--- src/design/dpf_front.sv ---
// ----------------------------------------------------------------------------
// Duplicate packet filter front end
// Accepts words, folds the source onto the table range and queues them.
// ----------------------------------------------------------------------------
module dpf_front #(
  parameter int unsigned MAX_SOURCES = 256,
  parameter int unsigned SEQ_BITS    = 32,
  parameter int unsigned SRC_W       = 8
) (
  input  logic                clk_i,
  input  logic                rst_ni,
  input  logic                start_i,
  input  logic                hold_i,
  input  logic [7:0]          source_id_i,
  input  logic [31:0]         seq_number_i,
  output logic                busy_o,
  output logic                head_valid_o,
  output logic [SRC_W-1:0]    head_src_o,
  output logic [SEQ_BITS-1:0] head_seq_o,
  input  logic                pop_i
);

  logic [1:0]          cnt_q, cnt_d;
  logic                wr_ptr_q, rd_ptr_q;
  logic [SRC_W-1:0]    q_src_q [2];
  logic [SEQ_BITS-1:0] q_seq_q [2];
  logic [SRC_W-1:0]    src_map [256];
  logic                push, pop;

  for (genvar i = 0; i < 256; i++) begin : g_map
    localparam int unsigned SrcMod = i % MAX_SOURCES;
    assign src_map[i] = SRC_W'(SrcMod);
  end

  assign busy_o       = hold_i | (cnt_q == 2'd2);
  assign push         = start_i & ~busy_o;
  assign pop          = pop_i & (cnt_q != 2'd0);
  assign head_valid_o = (cnt_q != 2'd0);
  assign head_src_o   = q_src_q[rd_ptr_q];
  assign head_seq_o   = q_seq_q[rd_ptr_q];

  always_comb begin
    cnt_d = cnt_q;
    if (push && !pop) begin
      cnt_d = cnt_q + 2'd1;
    end else if (pop && !push) begin
      cnt_d = cnt_q - 2'd1;
    end
  end

  always_ff @(posedge clk_i or negedge rst_ni) begin
    if (!rst_ni) begin
      cnt_q    <= 2'd0;
      wr_ptr_q <= 1'b0;
      rd_ptr_q <= 1'b0;
    end else begin
      cnt_q <= cnt_d;
      if (push) begin
        wr_ptr_q <= ~wr_ptr_q;
      end
      if (pop) begin
        rd_ptr_q <= ~rd_ptr_q;
      end
    end
  end

  always_ff @(posedge clk_i) begin
    if (push) begin
      q_src_q[wr_ptr_q] <= src_map[source_id_i];
      q_seq_q[wr_ptr_q] <= seq_number_i[SEQ_BITS-1:0];
    end
  end

endmodule

--- config.mk ---
export PLATFORM = sky130hd
export DESIGN_NAME = dpf_front
export DESIGN_NICKNAME = d
export VERILOG_FILES = /design/src/design/dpf_front.sv
export SDC_FILE = /design/constraint.sdc
export NUM_CORES = 1
export LEC_CHECK = 0
export BUFFER_PORTS_ARGS = -buffer_cell sky130_fd_sc_hd__clkbuf_2
export CELL_PAD_IN_SITES_DETAIL_PLACEMENT = 0
export CELL_PAD_IN_SITES_GLOBAL_PLACEMENT = 1
export CORE_UTILIZATION = 40
export CTS_CLUSTER_SIZE = 24
export DETAILED_ROUTE_END_ITERATION = 7
export PLACE_DENSITY = 0.78
export SYNTH_ARGS = -nofsm -noshare
export SYNTH_HDL_FRONTEND = slang
export SYNTH_SLANG_ARGS = --single-unit
--- constraint.sdc ---
create_clock -name clk_i -period 8.7 [get_ports clk_i]
set_input_delay 2.61 -clock clk_i [delete_from_list [all_inputs] [get_ports clk_i]]
set_output_delay 2.61 -clock clk_i [all_outputs]
set_load 0.02 [all_outputs]
==> impl_metrics.toml, run 1 <==
[global_routing]
track_usage_pct = 12.14
grt_pass1_vias = 1541
grt_max_degree = 41
grt_pass1_wl_um = 7645
antenna_found_initial = 0
grt_remaining_overflow = 0

[pwr]
power_density_nw_per_um2 = 304.4
p_leak_uw = 0.001615
power.total_uw = 1214
max-vdd-ir-drop_mv = 0.1565

[sta]
fin_worst_skew_ps = 9.182
timing.final.crit_period_ps = 5580
slew_violations = 0
worst_pin_slew_ps = 965.1
rsz0062_at_grt = "false"
setup_ws_ps = 3120
finalSetupTns_ps = 0
fmax_ghz = 0.1792
slew_headroom_pct = 35.66
finalCritPeriodShare_pct = 64.14
hold_viol = 0
setup_viol = 0

[route]
vias = 1554
first_iter_violations = 50
totalWireLength_um = 4989
first_pass_iters = 3
avgRoutedWirePerCell_um = 14.46
viasPerCell = 4.504
drc = 0
ant_nets = 0

[synthesis]
yosys-top-cells-area = "edfxtp_1 (73%), mux2_4 (18%), dfrtp_1 (3.0%), buf_12 (2.4%), xnor2_1 (0.80%)"
yosys_register_bits = 84
synth_area_per_cell_um2 = 22.92
synth_cells = 144
yosysWarnings = 0
synthesis.area_um2 = 3301
synth_top_area_share_pct = 72.78
syn_nets = 190
synth_area_leader_cell = "edfxtp_1"
synth_cell_type_count = 16
ys_seq_area_share_pct = 75.82

[clock_network]
cts-hold-fix-buffers = 0
cts_buffer_depth = 2
cts_sinks = 84
clk_pin_slew_ps = 80
cts_resized = 0
cts-root-buf = "clkbuf_8"
numCtsBuffers = 9
htree_num_levels = 3
post_cts.repair.setup_buffers = 0
cts_tree = "yes"
clk_latency_ps = 340

[setup_path]
critPathKind = "primary input to output pin"
reg2reg_slack_ps = 6710
start_kind = "primary input"
worstPathRequired_ps = 6090
critPathMaxFanout = 2
arrival_ps = 2970
critPathCaptureType = "output pin"

[placed_design]
portBuffers = 86
place_ws_ps = 3118
place_hpwl_um = 3298
place_congestion = 0.6300

[flow_run]
max-cap-violations = 0

[die]
dieWidth_um = 92.84
core.rowCount = 32
die-area_um2 = 8619
start_util_pct = 42.06
ios = 87
core_um2 = 7848
die_h_um = 92.84

[final_layout]
fillers = 673
utilization_pct = 50.85
nets = 284
antenna_cells = 0
drive_gt1_share_pct = 61.32
syn2layout_area_growth_pct = 20.89

[status]
status = "finished, final reports clean"

[min_path]
hold_path.class = "flop to flop"
==> final cells by class <==
| cell class | instances | area, um2 | area share (%) |
|---|---|---|---|
| flip-flops and latches | 84 | 2504 | 62.75 |
| multi-input cells | 54 | 711.9 | 17.84 |
| repair buffers | 88 | 445.4 | 11.16 |
| well taps | 102 | 127.6 | 3.198 |
| clock buffers | 9 | 123.9 | 3.104 |
| clock inverters | 7 | 73.82 | 1.850 |
| inverters | 1 | 3.754 | 0.09407 |
==> Yosys cell counts, drive strengths merged <==
cell type	n
and2	1
buf	5
dfrtp	4
edfxtp	80
ha	1
inv	1
mux2	40
nand2	1
nand2b	2
nand3b	1
nor2	2
or2	1
xnor2	3
xor2	2
==> worst max-delay path, cell delays in order <==
cell and delay (ps):
clkbuf_2 80, nand2b_1 130, clkbuf_2 150
==> flip-flops by register name, indices dropped and copies added (netlist names) <==
signal / flops
q_src_q: 16
cnt_q: 2
wr_ptr_q: 1
rd_ptr_q: 1
q_seq_q: 64
==> report_power, final <==
part / total [uW] / leakage (uW) / internal, uW / switching, uW
clock network: 271 / 0.0000899 / 134 / 137
registers: 548 / 0.000777 / 506 / 42.2
logic: 395 / 0.000748 / 190 / 206
==> worst paths after layout <==
kind / start / to / cells after the start
worst max register to register: cnt_q[0] / q_seq_q[1][7] / 4
min in group asynchronous: rst_ni / cnt_q[1] / 1
worst max-delay path: hold_i / busy_o / 3
worst min-delay path: cnt_q[1] / cnt_q[1] / 1
worst min register to register: cnt_q[1] / cnt_q[1] / 1
max in group asynchronous: rst_ni / rd_ptr_q / 1
==> layer usage <==
layer  vias to the layer above  track usage (%)  wire length, um
met3                        10            3.120              262
met4                         0            5.769               89
met2                        53            20.53             2488
li1                        743                -                -
met5                         -                0                0
met1                       748            14.41             2148
==> cell usage in the layout (no fill, tap or decap) <==
cell        Yosys  layout
mux2_2          1       1
xor2_1          2       2
bufinv_16       0       1
xnor2_1         3       3
clkbuf_2        0      86
buf_4           0       2
or2_1           1       1
and2_2          0       1
nand3b_2        1       1
nor2_1          2       1
dfrtp_1         4       3
inv_2           1       1
nand2b_1        2       2
clkinv_1        0       1
clkinvlp_4      0       3
dfrtp_2         0       1
inv_6           0       2
nor2_4          0       1
clkbuf_8        0       9
nand2_2         1       1
edfxtp_1       80      80
ha_1            1       1
mux2_4         39      39
==> cell families (layout without fill, tap and decap cells) <==
logic type	after synthesis	after routing	share of synthesized area (%)
multiplexers	40	40	18.08
flip-flops	84	84	75.82
AND/OR/NAND/NOR	8	8	1.517
buffers and inverters	6	105	2.881
adder cells (fa/ha/maj)	1	1	0.3790
XOR/XNOR	5	5	1.327
==> stage by stage <==
| step | area (um2) | cells | hold slack [ps] |
|---|---|---|---|
| 2_1_floorplan | 3301 | 144 | 456.4 |
| 3_3_place_gp | 3792 | 329 | 472.5 |
| 3_5_place_dp | 3792 | 329 | 485.1 |
| 4_1_cts | 3990 | 345 | 502.1 |
| 5_1_grt | 3990 | 345 | 519.6 |
| 6_report | 3990 | 345 | 498.4 |
Note: power is estimated with default switching activity, not from simulation.
==> run 2: changes to the inputs <==
Settings changed: PLACE_DENSITY 0.78 to 0.81.
Clock period 8.7 ns to 5 ns, I/O delays scaled along.
==> run 2 against run 1 <==
  * Global-route usage fell by 0.23 points
  * Wire length rose by 0.84%
  * Count of clock-buffer cells in the layout did not move
  * Clock power rose by 81%
  * Sequential power rose by 76%
  * Clock skew rose by 3.0 ps
  * Critical path depth did not move
  * Flip-flop and latch count did not move
  * Die area did not move
  * Total power rose by 75%
  * Critical path type is now flop to output pin
  * Critical endpoint is now head_seq_o[23]
  * Highest routed layer unchanged
==> impl_metrics.toml, run 2 (synthesis results as in run 1) <==
[clock_network]
cts-root-buf = "clkbuf_8"
cts-hold-fix-buffers = 0
clk_pin_slew_ps = 90
htree_num_levels = 3
numCtsBuffers = 9
cts_sinks = 84
cts_resized = 0
clk_latency_ps = 340
cts_buffer_depth = 2
post_cts.repair.setup_buffers = 0
cts_tree = "yes"

[die]
core_um2 = 7848
core.rowCount = 32
dieWidth_um = 92.84
ios = 87
die_h_um = 92.84
die-area_um2 = 8619
start_util_pct = 42.06

[final_layout]
drive_gt1_share_pct = 61.57
final_cell_area_um2 = 3990
top_register = "q_seq_q"
largest_reg_flops = 64
reg_top3 = "q_seq_q: 64 flops, q_src_q: 16 flops, cnt_q: 2 flops"
final_cell_mix = "clkbuf_2 (86), edfxtp_1 (80), mux2_4 (39)"
final_common_cell = "clkbuf_2"
antenna_cells = 0
syn2layout_area_growth_pct = 20.89
fillers = 678
nets = 283
utilization_pct = 50.85

[global_routing]
grt_pass1_vias = 1533
grt_max_degree = 41
grt_remaining_overflow = 0
antenna_found_initial = 0
track_usage_pct = 11.90
grt_pass1_wl_um = 7403

[setup_path]
critPathMaxFanout = 24
critPathCaptureType = "output pin"
timing.critical_path.from = "rd_ptr_q"
worstPathRequired_ps = 3500
r2r_start = "cnt_q[0]"
critPathKind = "flop to output pin"
start_kind = "flop"
cpPeakStageDelay_ps = 870
slowest_stage = "dfrtp_2"
arrival_ps = 2170
cp_cell_sequence = "buf_4, mux2_4, clkbuf_2"

[sta]
setup_viol = 0
rsz0062_at_grt = "false"
finalCritPeriodShare_pct = 73.50
fin_worst_skew_ps = 12.16
timing.final.crit_period_ps = 3675
fmax_ghz = 0.2721
finalSetupTns_ps = 0
slew_violations = 0
timing.hold.ws_ps = 499.4
setup_ws_ps = 1325
slew_headroom_pct = 21.30
worst_pin_slew_ps = 1178
hold_viol = 0

[route]
totalWireLength_um = 5031
first_iter_violations = 22
avgRoutedWirePerCell_um = 14.63
drc = 0
first_pass_iters = 4
viasPerCell = 4.538
ant_nets = 0
vias = 1561

[pwr]
max-vdd-ir-drop_mv = 0.2003
p_leak_uw = 0.001614
power_density_nw_per_um2 = 534.1

[placed_design]
place_hpwl_um = 3259
place_ws_ps = 1644
portBuffers = 86
place_congestion = 0.6518
dpl_cell_area_um2 = 3785

[flow_run]
max-cap-violations = 0

[min_path]
hold_path.class = "flop to flop"
hp-start = "cnt_q[1]"

[status]
status = "finished, final reports clean"
[run 2: cell count changes in the layout (fill, tap and decap cells not counted), sizes merged]
cell	change
inv	+1
clkinv	-1
buf	-1
[run 2: per-stage QoR]
stage / std cells / power, uW
after floorplan: 144 / 1551
final: 344 / 2131
after detailed placement: 328 / 1670
after CTS: 344 / 2160
after global routing: 344 / 2225
after global placement: 328 / 1659
[run 2: metal layers]
| metal | global-route usage (%) | vias up | share of wire (%) |
|---|---|---|---|
| met5 | 0 | - | 0 |
| met4 | 5.385 | 0 | 1.6 |
| met3 | 3.859 | 8 | 4.8 |
| met2 | 20.16 | 56 | 51 |
| met1 | 13.69 | 751 | 43 |
| li1 | - | 746 | - |
[run 2: worst max-delay path, delay by kind of cell, from the launching register on]
kind     cells  cell delay, ps
buf+inv      2             610
flops        1             870
mux          1             340
[run 2: path summary, 6_finish.rpt]
check / end / slack (ps) / cells after the start
max: head_seq_o[23] / 1330 / 3
min: cnt_q[1] / 500 / 1
max reg2reg: q_src_q[0][1] / 2960 / 3
min reg2reg: cnt_q[1] / 500 / 1
max in group asynchronous: rd_ptr_q / 3920 / 1
min in group asynchronous: cnt_q[1] / 940 / 1
[run 2: area by class of cell]
class                           instances  area (um2)  share of cell area, %
Sequential cell                        84        2504                  62.75
Clock inverter                          7       81.33                  2.038
Inverter                                1       3.754                0.09407
Clock buffer                            9       123.9                  3.104
Multi-Input combinational cell         54       711.9                  17.84
Timing Repair Buffer                   87       437.9                  10.98
Tap cell                              102       127.6                  3.198
[run 2: power breakdown]
part	total [uW]	switching, uW	internal (uW)
clock network	491	253	238
registers	965	83.2	881
logic	676	346	330
total	2130	682	1450
